$ cat src/design/rbit_pkg.sv
// Shared constants, codes and types of the relay bank interval timer.
package rbit_pkg;

    localparam int NUM_RELAYS      = 6;
    localparam int PERIOD_BITS     = 24;
    localparam int ID_BITS         = 3;
    localparam int OP_BITS         = 2;
    localparam int AUTO_BITS       = 6;
    localparam int CFG_INDEX_BITS  = 3;
    localparam int CFG_DATA_BITS   = (PERIOD_BITS > AUTO_BITS) ? PERIOD_BITS : AUTO_BITS;
    localparam int NUM_PERIOD_REGS = 6;
    localparam int IN_DATA_BITS    = ((ID_BITS + 7) / 8) * 8;
    localparam int OUT_DATA_BITS   = ((2 * NUM_RELAYS + 7) / 8) * 8;

    localparam logic [PERIOD_BITS-1:0]    MIN_PERIOD   = PERIOD_BITS'(1000);
    localparam logic [CFG_INDEX_BITS-1:0] CFG_AUTO_IDX = 3'd6;

    localparam logic [OP_BITS-1:0] OP_TICK    = 2'd0;
    localparam logic [OP_BITS-1:0] OP_ENABLE  = 2'd1;
    localparam logic [OP_BITS-1:0] OP_DISABLE = 2'd2;

    // Command to one relay lane for the word now being executed.
    typedef struct packed {
        logic step;
        logic tick;
        logic en;
        logic dis;
    } t_lane_cmd;

    // Configuration write as seen by one relay lane.
    typedef struct packed {
        logic                   period_we;
        logic [PERIOD_BITS-1:0] data;
    } t_lane_cfg;

endpackage

$ cat src/design/rbit_relay_lane.sv
// One relay lane: period register, latched period, millisecond counter, drive bits.
module rbit_relay_lane (
    input  logic                i_clk,
    input  logic                i_rst_n,
    input  rbit_pkg::t_lane_cmd i_cmd,
    input  rbit_pkg::t_lane_cfg i_cfg,
    input  logic                i_auto,
    output logic                o_out_next,
    output logic                o_run_next
);
    import rbit_pkg::*;

    logic [PERIOD_BITS-1:0] r_period;
    logic [PERIOD_BITS-1:0] r_latched, n_latched;
    logic [PERIOD_BITS-1:0] r_elapsed, n_elapsed;
    logic                   r_out, n_out;
    logic                   r_run, n_run;
    logic [PERIOD_BITS-1:0] inc;

    assign inc = r_elapsed + PERIOD_BITS'(1);

    always_comb begin
        n_latched = r_latched;
        n_elapsed = r_elapsed;
        n_out     = r_out;
        n_run     = r_run;
        if (i_cmd.tick && r_run) begin
            if (inc >= r_latched) begin
                n_elapsed = '0;
                if (i_auto) begin
                    n_out = ~r_out;
                end else begin
                    n_out = 1'b0;
                    n_run = 1'b0;
                end
            end else begin
                n_elapsed = inc;
            end
        end else if (i_cmd.en && !r_run) begin
            n_out     = 1'b1;
            n_run     = 1'b1;
            n_elapsed = '0;
            n_latched = r_period;
        end else if (i_cmd.dis) begin
            n_out     = 1'b0;
            n_run     = 1'b0;
            n_elapsed = '0;
        end
    end

    assign o_out_next = n_out;
    assign o_run_next = n_run;

    always_ff @(posedge i_clk) begin
        if (!i_rst_n) begin
            r_period  <= MIN_PERIOD;
            r_latched <= MIN_PERIOD;
            r_elapsed <= '0;
            r_out     <= 1'b0;
            r_run     <= 1'b0;
        end else begin
            // Writes below the minimum period are dropped.
            if (i_cfg.period_we && (i_cfg.data >= MIN_PERIOD)) begin
                r_period <= i_cfg.data;
            end
            if (i_cmd.step) begin
                r_latched <= n_latched;
                r_elapsed <= n_elapsed;
                r_out     <= n_out;
                r_run     <= n_run;
            end
        end
    end

endmodule

$ cat src/design/relay_bank_interval_timer.sv
// Top level of the relay bank interval timer: input register, relay lanes, result register.
//
// Usage: words arrive on the slave stream. tuser carries the operation (tick, enable,
// disable) and tdata carries the relay id. Every accepted word returns exactly one word
// on the master stream holding the relay drive mask and the running mask.
// Flow: an accepted word is held in the input register and executed once the result
// register can load; its result is then valid in the result register.
// Throughput: one word per cycle unless stalled. The relay lanes and the result register
// update in the same cycle: six counters with a compare each are the only logic in the path.
// Stalls: while the receiver holds tready low the result stays put and the input
// register can still take one more word; then tready on the slave side drops.
// Reset: synchronous, active low. All relays go off and idle, periods return to 1000 ms,
// the auto mask clears, and both stream stages empty.
// Configuration: register index 0 to 5 sets a relay period (values under 1000 are
// ignored), index 6 sets the auto mask. A running timer keeps the period it latched
// at enable. Writes are expected only while the block is idle.
module relay_bank_interval_timer (
    input  logic                                  i_clk,
    input  logic                                  i_rst_n,
    // Slave stream.
    input  logic                                  i_s_tvalid,
    output logic                                  o_s_tready,
    input  logic [rbit_pkg::IN_DATA_BITS-1:0]     i_s_tdata,  // [2:0] relay_id
    input  logic [rbit_pkg::OP_BITS-1:0]          i_s_tuser,  // [1:0] op
    // Master stream.
    output logic                                  o_m_tvalid,
    input  logic                                  i_m_tready,
    output logic [rbit_pkg::OUT_DATA_BITS-1:0]    o_m_tdata,  // relay_outputs, relays_running
    // Configuration write port.
    input  logic                                  i_cfg_we,
    input  logic [rbit_pkg::CFG_INDEX_BITS-1:0]   i_cfg_index,
    input  logic [rbit_pkg::CFG_DATA_BITS-1:0]    i_cfg_wdata
);
    import rbit_pkg::*;

    logic                   r_in_valid;
    logic [OP_BITS-1:0]     r_in_op;
    logic [ID_BITS-1:0]     r_in_id;
    logic                   r_out_valid;
    logic [NUM_RELAYS-1:0]  r_out_bits;
    logic [NUM_RELAYS-1:0]  r_run_bits;
    logic [NUM_RELAYS-1:0]  r_auto;
    logic [NUM_RELAYS-1:0]  out_next;
    logic [NUM_RELAYS-1:0]  run_next;
    logic                   advance;
    logic                   step;
    logic [31:0]            auto_ext;

    // The result register can load when it is empty or being drained this cycle.
    assign advance    = !r_out_valid || i_m_tready;
    assign step       = r_in_valid && advance;
    assign o_s_tready = !r_in_valid || advance;
    assign auto_ext   = 32'(i_cfg_wdata[AUTO_BITS-1:0]);

    always_ff @(posedge i_clk) begin
        if (!i_rst_n) begin
            r_in_valid  <= 1'b0;
            r_out_valid <= 1'b0;
            r_auto      <= '0;
        end else begin
            if (o_s_tready) begin
                r_in_valid <= i_s_tvalid;
            end
            if (advance) begin
                r_out_valid <= r_in_valid;
            end
            if (i_cfg_we && (i_cfg_index == CFG_AUTO_IDX)) begin
                r_auto <= auto_ext[NUM_RELAYS-1:0];
            end
        end
    end

    // Payload registers need no reset.
    always_ff @(posedge i_clk) begin
        if (o_s_tready && i_s_tvalid) begin
            r_in_op <= i_s_tuser;
            r_in_id <= i_s_tdata[ID_BITS-1:0];
        end
        if (step) begin
            r_out_bits <= out_next;
            r_run_bits <= run_next;
        end
    end

    // One lane per relay. An enable or disable whose id matches no lane leaves the bank unchanged.
    for (genvar gi = 0; gi < NUM_RELAYS; gi++) begin : g_lane
        t_lane_cmd cmd;
        t_lane_cfg cfg;
        logic      sel;

        assign sel            = (32'(r_in_id) == gi);
        assign cmd.step       = step;
        assign cmd.tick       = (r_in_op == OP_TICK);
        assign cmd.en         = (r_in_op == OP_ENABLE) && sel;
        assign cmd.dis        = (r_in_op == OP_DISABLE) && sel;
        assign cfg.period_we  = i_cfg_we && (32'(i_cfg_index) == gi) &&
                                (gi < NUM_PERIOD_REGS);
        assign cfg.data       = i_cfg_wdata[PERIOD_BITS-1:0];

        rbit_relay_lane u_lane (
            .i_clk      (i_clk),
            .i_rst_n    (i_rst_n),
            .i_cmd      (cmd),
            .i_cfg      (cfg),
            .i_auto     (r_auto[gi]),
            .o_out_next (out_next[gi]),
            .o_run_next (run_next[gi])
        );
    end

    assign o_m_tvalid = r_out_valid;

    always_comb begin
        o_m_tdata = '0;
        o_m_tdata[2*NUM_RELAYS-1:0] = {r_run_bits, r_out_bits};
    end

endmodule

$ cat config.mk
export PLATFORM = sky130hd
export DESIGN_NAME = relay_bank_interval_timer
export DESIGN_NICKNAME = d
export VERILOG_FILES = /design/src/design/rbit_pkg.sv /design/src/design/rbit_relay_lane.sv /design/src/design/relay_bank_interval_timer.sv
export SDC_FILE = /design/constraint.sdc
export NUM_CORES = 1
export LEC_CHECK = 0
export BUFFER_PORTS_ARGS = -buffer_cell sky130_fd_sc_hd__buf_2
export CAP_MARGIN = 10
export CORE_MARGIN = 2
export CORE_UTILIZATION = 40
export CTS_BUF_LIST = sky130_fd_sc_hd__clkbuf_4
export DETAILED_ROUTE_END_ITERATION = 8
export GPL_TIMING_DRIVEN = 1
export PLACE_DENSITY = 0.51
export RECOVER_POWER = 50
export SLEW_MARGIN = 20
export SYNTH_ARGS = -nofsm -noshare
export SYNTH_HDL_FRONTEND = slang
export SYNTH_SLANG_ARGS = --single-unit
$ cat constraint.sdc
create_clock -name i_clk -period 5.9 [get_ports i_clk]
set_input_delay 0.885 -clock i_clk [delete_from_list [all_inputs] [get_ports i_clk]]
set_output_delay 0.885 -clock i_clk [all_outputs]
set_load 0.02 [all_outputs]
==> metrics.yaml, run 1 <==
intPower_w: 0.00523
cts.clk_slew.worst_paths_ns: 0.06
vdd.ir_drop.worst_uv: 157
slowest_stage: "inv_1"
p_comb_frac: 0.043
maxSlewHeadroom: -1.49
io_buffers: 50
violations: "capacitance limit, slew limit"
drt_first_pass_iters: 6
cp_num_buf_inv: 3
die_area_mm2: 0.0613
place_hpwl_um: 41700
cts.sinks: 469
avgSynthCellArea_um2: 8.44
placedCellCount: 3506
outcome: "finished, violations left"
cts_tree: "done"
final_cells: 3747
cts_htree_levels: 4
wl_per_cell_um: 17.0
layout-area-overhead-vs-synth_pct: 10.7
crit_chain: "buf_4, inv_1, clkbuf_2, a21oi_1, o31a_1"
max_freq_mhz: 210
setup_viol: 0
place.gp.congestion: 0.823
antenna_found_initial: 5
slew_viol_final: 240
synthArstFlopShare: 0
synth_seq_cells: 469
grt_max_degree: 155
crit_path_end_kind: "register"
worstHoldPathCells: 3
fp-row-count: 89
tightest_slew_ns: 3.74
core-area_mm2: 0.0588
wirelength_um: 63500
grt_pass1_wl_um: 102000
drive_above_1_share: 0.102
initial_core_util: 0.404
power_frac_seq: 0.472
path_class: "input pin to register"
cpLargestDelayFamily: "buffers and inverters"
grt_setup_unrepaired: "false"
cts-root-buf: "clkbuf_4"
synth-edff-count: 17
clock_skew_ns: 0.0444
hold_violations: 0
clockBufferDepth: 3
critPathMaxFanout: 108
cp-start-kind: "input pin"
clkPwrFrac: 0.486
synthDistinctLibCells: 83
cp.required_ns: 6.74
netlist_instances: 2813
hold_path_class: "input pin to register"
synthesis.area_mm2: 0.0237
grt_overflow: 0
final_common_cell: "dfxtp_1"
p_per_area_mw_per_mm2: 262
viasPerCell: 5.26
period_needed_ns: 4.76
swShare: 0.241
yosys_warnings: 0
ant_nets: 0
clk_latency_ns: 0.95
maxCapViolCount: 8
grt_pass1_vias: 18900
synth.yosys.seq_area_share: 0.403
cp_slowest_stage_delay_ns: 2.64
final_nets: 3063
p_total_w: 0.00689
p_leak_nw: 11.4
synth_ff_type: "dfxtp_1"
fp.dieH_um: 248
cts_inserted_buffers: 135
p_switching_w: 0.00166
final_cell_mix: "452 x dfxtp_1, 447 x nand2_1, 251 x a21oi_1"
final.setup.tns_ns: 0
vias: 19700
cp.arrival_ns: 5.60
post-cts-setup-buffer-count: 0
period_share: 0.807
drt_iter0_drc: 1126
grt_usage: 0.212
r2r_cells: 14
place_area_mm2: 0.0245
die_w_um: 248
fin_area_mm2: 0.0263
cp.depth: 5
io_pins: 60
drc_errors: 0
state kept, by name (all words and copies together), names as in the netlist:
name                     count
r_run_bits                   6
o_m_tvalid                   1
g_lane.u_lane.r_period     144
r_out_bits                   6
r_in_op                      2
g_lane.u_lane.r_run          6
r_in_id                      3
r_in_valid                   1
g_lane.u_lane.r_elapsed    144
r_auto                       6
g_lane.u_lane.r_out          6
g_lane.u_lane.r_latched    144
through the flow:
step	util	setup WS (ns)	hold slack, ns
floorplan	-	2.21	0.432
CTS	0.448	1.27	0.0362
global placement	0.416	1.38	0.435
global route	0.447	0.842	0.128
detailed placement	0.416	1.32	0.443
finish	0.447	1.14	0.161
worst register-to-register path, stage by stage, from the launching register on:
cell and delay, ns:
dfxtp_1 0.44, ha_1 0.26, nand3_1 0.20, nor4_2 0.47, and2_1 0.31, nand3_1 0.13, xnor2_1 0.23, ha_1 0.28
nor2b_1 0.13, o21ai_0 0.14, or4b_4 0.51, a211oi_4 0.79, buf_4 0.33, nand3_1 0.10, a31oi_1 0.19
synth_stat cells (all sizes together) (5+ instances only):
library cell | n | area share
a21o | 16 | 0.0051
o21ai | 54 | 0.012
and3 | 41 | 0.011
a21oi | 252 | 0.053
or3 | 5 | 0.0013
nand3 | 114 | 0.024
or3b | 5 | 0.0018
nand3b | 9 | 0.0028
mux2 | 5 | 0.0024
nor2b | 35 | 0.0092
nor4 | 15 | 0.0056
a211oi | 12 | 0.0047
nand4 | 61 | 0.016
or2 | 8 | 0.0021
ha | 150 | 0.079
nor2 | 238 | 0.038
mux2i | 166 | 0.070
xnor2 | 82 | 0.031
clkbuf | 92 | 0.015
xor2 | 49 | 0.018
a31oi | 50 | 0.013
buf | 65 | 0.016
and2 | 8 | 0.0022
dfxtp | 452 | 0.38
a221oi | 7 | 0.0036
nand2b | 21 | 0.0055
and4 | 14 | 0.0052
edfxtp | 17 | 0.022
nor3 | 22 | 0.0062
nand2 | 447 | 0.071
a32o | 11 | 0.0046
o211ai | 43 | 0.014
a22oi | 24 | 0.0076
inv | 170 | 0.027
what timing repair did:
item | CTS | global route
hold buffers | 1 | 0
resized for setup | 0 | 0
endpoints found under the hold margin | 1 | 0
logic make-up (layout without fill, tap and decap cells):
| kind of cell | after synthesis | count (layout) | share of synthesized area |
|---|---|---|---|
| xor gates and xnor gates | 131 | 131 | 0.0487 |
| AOI/OAI and AO/OA | 508 | 508 | 0.132 |
| buffers and inverters | 328 | 484 | 0.0582 |
| muxes | 171 | 171 | 0.0724 |
| other | 1 | 6 | 0.000158 |
| DFF | 469 | 469 | 0.403 |
| adders and majority gates | 150 | 150 | 0.0791 |
| and+or+nand+nor | 1055 | 1055 | 0.207 |
power by group through the flow:
stage / clock (W) / combinational, W / sequential [W]
after floorplan: 0 / 0.000175 / 0.00331
after global placement: 0 / 0.000292 / 0.00332
after detailed placement: 0 / 0.000296 / 0.00332
after CTS: 0.00348 / 0.000297 / 0.00325
after global routing: 0.00366 / 0.000317 / 0.00325
final: 0.00335 / 0.000294 / 0.00325
final cells by class:
cell class              count  area [um^2]
diodes                      2         5.00
multi-input cells        2019        12800
flip-flops and latches    469         9560
repair buffers             75          392
clock inverters            40          402
clock buffers             198         1490
well taps                 773          967
inverters                 171          642
fillers                  5882        32500
path summary, 6_finish.rpt:
path | startpoint | end | slack [ns]
max | i_rst_n | g_lane[1].u_lane.r_out$_SDFFE_PN0P_ | 1.14
min reg2reg | g_lane[3].u_lane.r_period[12]$_SDFFE_PN0P_ | g_lane[3].u_lane.r_latched[12]$_SDFFE_PN0P_ | 0.41
max reg2reg | g_lane[1].u_lane.r_elapsed[0]$_SDFFE_PN0P_ | g_lane[1].u_lane.r_elapsed[19]$_SDFFE_PN0P_ | 1.31
min | i_s_tvalid | r_in_valid$_SDFFE_PN0N_ | 0.16
metal layers:
metal	track usage	up-vias	wire (um)
met5	0	-	37
met4	0.0963	6	2000
met3	0.0446	126	2910
met2	0.332	411	28700
met1	0.280	9277	29900
li1	-	9904	-
(Power assumes the default switching activity.)
==> inputs of run 2 (changes only) <==
--- a/config.mk
+++ b/config.mk
@@ -5,6 +5,7 @@
 export SDC_FILE = /design/constraint.sdc
 export NUM_CORES = 1
 export LEC_CHECK = 0
+export ABC_AREA = 1
 export BUFFER_PORTS_ARGS = -buffer_cell sky130_fd_sc_hd__buf_2
 export CAP_MARGIN = 10
 export CORE_MARGIN = 2
==> constraint.sdc (replaced) <==
create_clock -name i_clk -period 4.85 [get_ports i_clk]
set_input_delay 0.7275 -clock i_clk [delete_from_list [all_inputs] [get_ports i_clk]]
set_output_delay 0.7275 -clock i_clk [all_outputs]
set_load 0.02 [all_outputs]
==> run 2 against run 1 <==
First-iteration DRC count is 2.5% higher. The run still ends with capacitance limit, slew limit left. Global-route usage is 0.13 points lower. Critical endpoint is now g_lane[4].u_lane.r_period[8]$_SDFFE_PN1P_. Non-clock buffer count is 9 lower. Die area is 2.4% higher. Setup slack worse by 0.28 ns. Final cell count is 14% higher. Utilization is 0.53 points lower. Register-to-register slack worse by 0.34 ns. Final area is 1.2% higher. Synthesized cell count is 18% higher. Wire length is 2.7% higher. Clock power is 14% higher.
==> metrics.yaml, run 2 <==
clockBufferDepth: 3  # unchanged
final.setup.tns_ns: 0  # unchanged
outcome: "finished, violations left"
final_common_cell: "nand2_1"
crit_start: "i_cfg_wdata[12]"
synth_area_leader_cell: "dfxtp_1"
cts_tree: "done"
synthTopCellsByArea: "dfxtp_1 37%, nand2_1 12%, ha_1 7.7%"
drt_first_pass_iters: 5  # -1
cp.arrival_ns: 4.72  # -0.88 ns
r2r_setup_slack_ns: 0.97  # -0.34 ns
yosysMostFrequentCell: "nand2_1"
synthesis.area_mm2: 0.0243  # +2.4%
netlist_instances: 3311  # +18%
critPathMaxFanout: 25  # -77%
pre_cts_slack_ns: 0.929  # -0.395 ns
cp_slowest_stage_delay_ns: 1.34  # -1.30 ns
cts-root-buf: "clkbuf_4"
path_class: "input pin to register"
vdd.ir_drop.worst_uv: 208  # +32%
initial_core_util: 0.403  # about the same
cts.sinks: 469  # unchanged
fp-row-count: 90  # +1.1%
p_leak_nw: 11.7  # +2.7%
vias: 21000  # +6.4%
clkPwrFrac: 0.465  # -0.021
period_needed_ns: 3.99
fp.dieH_um: 250  # +1.2%
grt_usage: 0.211  # -0.00133
cp.required_ns: 5.58  # -1.16 ns
register_area_mm2: 0.00956  # unchanged
period_share: 0.822
place_hpwl_um: 43900  # +5.5%
synth_seq_cells: 469  # unchanged
viasPerCell: 4.91  # -6.7%
synthDistinctLibCells: 48  # -42%
core-area_mm2: 0.0602  # +2.5%
avgSynthCellArea_um2: 7.34  # -13%
cp-start-kind: "input pin"
drt_iter0_drc: 1154  # +2.5%
path_common_cell: "nand2_1"
cp-endpoint: "g_lane[4].u_lane.r_period[8]$_SDFFE_PN1P_"
hold_violations: 0  # unchanged
violations: "capacitance limit, slew limit"
grt_pass1_wl_um: 105000  # +2.9%
cts_inserted_buffers: 137  # +1.5%
synth_commonest_cells: "804 x nand2_1, 452 x dfxtp_1, 353 x inv_1"
maxSlewHeadroom: -0.457  # +1.03
clk_latency_ns: 0.96  # about the same
drive_above_1_share: 0.119  # +0.0177
grt_overflow: 0  # unchanged
crit_chain: "buf_2, nor4_1, and2_0, o2111ai_1, nand2_1, clkinvlp_2, nand2_1, nand3_1"
wirelength_um: 65200  # +2.7%
slowest_stage: "clkinvlp_2"
final_cell_mix: "806 x nand2_1, 452 x dfxtp_1, 353 x inv_1"
reg.largest.list: "g_lane.u_lane.r_elapsed (144), g_lane.u_lane.r_latched (144), g_lane.u_lane.r_period (144)"
cts.clk_slew.worst_paths_ns: 0.06  # about the same
layout-area-overhead-vs-synth_pct: 9.43
synth.yosys.seq_area_share: 0.393  # -0.00950
antenna_found_initial: 5  # unchanged
cp.depth: 8  # +3
synth_ff_type: "dfxtp_1"
synth_top_area_share: 0.372  # -0.00899
io_buffers: 50  # unchanged
multi_input_area_mm2: 0.0125  # -2.4%
cp_num_buf_inv: 2  # -1
synthArstFlopShare: 0  # unchanged
p_total_w: 0.00823  # +19%
rr_endpoint: "g_lane[4].u_lane.r_elapsed[16]$_SDFFE_PN0P_"
die_area_mm2: 0.0627  # +2.4%
cpLargestDelayFamily: "simple AND/OR/NAND/NOR gates"
fillers: 6209  # +5.6%
setup_viol: 0  # unchanged
place.gp.congestion: 0.866  # +5.2%
io_pins: 60  # unchanged
tightest_slew_ns: 2.19  # -1.55 ns
p_switching_w: 0.00211  # +27%
die_w_um: 250  # +1.2%
power_frac_seq: 0.484  # +0.012
p_comb_frac: 0.051  # +0.008
p_per_area_mw_per_mm2: 309  # +18%
worstReg2RegStart: "g_lane[4].u_lane.r_elapsed[0]$_SDFFE_PN0P_"
r2r_cells: 21  # +7
ant_nets: 0  # unchanged
max_freq_mhz: 251
grt_max_degree: 138  # -11%
crit_path_end_kind: "register"
cts_htree_levels: 4  # unchanged
grt_pass1_vias: 19900  # +5.3%
grt_setup_unrepaired: "false"
hold_path_class: "input pin to register"
synth-edff-count: 17  # unchanged
maxCapViolCount: 5  # -3
yosys_warnings: 0  # unchanged
final_nets: 3573  # +17%
slew_viol_final: 451  # +88%
intPower_w: 0.00612  # +17%
swShare: 0.257  # +0.0154
wl_per_cell_um: 15.3  # -10%
fin_ws_ns: 0.864  # -0.278 ns
drc_errors: 0  # unchanged
clock_skew_ns: 0.0488  # +0.00443 ns
==> run 2: per-layer routing <==
metal	wire (um)	up-vias	track usage
met5	0	-	0
met4	1690	0	0.0879
met3	3370	112	0.0461
met2	29000	409	0.334
met1	31200	9586	0.277
li1	-	10900	-
==> run 2: how the worst min path moves through the flow <==
stage	depth (start not counted)	endpoint	startpoint	slack (ns)
3_5_place_dp	2	g_lane[2].u_lane.r_latched[2]$_SDFFE_PN0P_	g_lane[2].u_lane.r_latched[2]$_SDFFE_PN0P_	0.46
3_3_place_gp	2	g_lane[4].u_lane.r_latched[4]$_SDFFE_PN0P_	g_lane[4].u_lane.r_latched[4]$_SDFFE_PN0P_	0.45
6_report	3	g_lane[3].u_lane.r_period[8]$_SDFFE_PN1P_	i_cfg_wdata[8]	0.23
5_1_grt	3	g_lane[5].u_lane.r_period[3]$_SDFFE_PN1P_	i_cfg_wdata[3]	0.16
4_1_cts	2	g_lane[4].u_lane.r_period[7]$_SDFFE_PN1P_	i_rst_n	0.03
2_1_floorplan	2	g_lane[0].u_lane.r_latched[22]$_SDFFE_PN0P_	g_lane[0].u_lane.r_latched[22]$_SDFFE_PN0P_	0.43
==> run 2: layout make-up <==
type | instances | area share
antenna | 4 | 0.000376
clock buffer | 208 | 0.0587
clock inverter | 37 | 0.00743
inverter | 374 | 0.0534
multi-input combinational | 2333 | 0.470
sequential | 469 | 0.359
tap | 782 | 0.0368
timing repair buffer | 66 | 0.0134
==> run 2: worst register-to-register path: cells and delay by family, from the launching register on <==
| kind | cells | cell delay [ns] |
|---|---|---|
| buf+inv | 2 | 0.11 |
| fa+ha+maj | 2 | 0.53 |
| compound gates | 2 | 0.40 |
| simple gates | 14 | 2.13 |
| flops | 1 | 0.39 |
| xor+xnor | 1 | 0.16 |
==> run 2: power groups by stage <==
stage / logic (W) / registers, W / clock network (W)
6_report: 0.000420 / 0.00399 / 0.00382
3_5_place_dp: 0.000414 / 0.00407 / 0
5_1_grt: 0.000467 / 0.00399 / 0.00417
2_1_floorplan: 0.000268 / 0.00407 / 0
3_3_place_gp: 0.000409 / 0.00407 / 0
4_1_cts: 0.000421 / 0.00398 / 0.00397
==> run 2: what timing repair did <==
action,4_1_cts,5_1_grt
hold endpoints to repair,7,0
hold buffers,8,0
gates resized for setup,0,0
setup buffers,0,0
==> run 2: through the flow <==
step                instances  area (um^2)   util  hold slack, ns
floorplan                3314        24300      -           0.433
global placement         4016        24800  0.412           0.450
detailed placement       4016        24800  0.412           0.456
CTS                      4269        26700  0.443          0.0341
global route             4272        26600  0.441           0.160
finish                   4273        26600  0.441           0.229
==> run 2: cell families (layout without fill, tap and decap cells) <==
family / after synthesis / count (layout) / synth area share
DFF: 469 / 469 / 0.393
and+or+nand+nor: 1475 / 1475 / 0.264
xor gates and xnor gates: 126 / 126 / 0.0460
adders and majority gates: 150 / 150 / 0.0772
buffers and inverters: 512 / 685 / 0.0910
other: 1 / 8 / 0.000154
AOI/OAI and AO/OA: 578 / 578 / 0.128
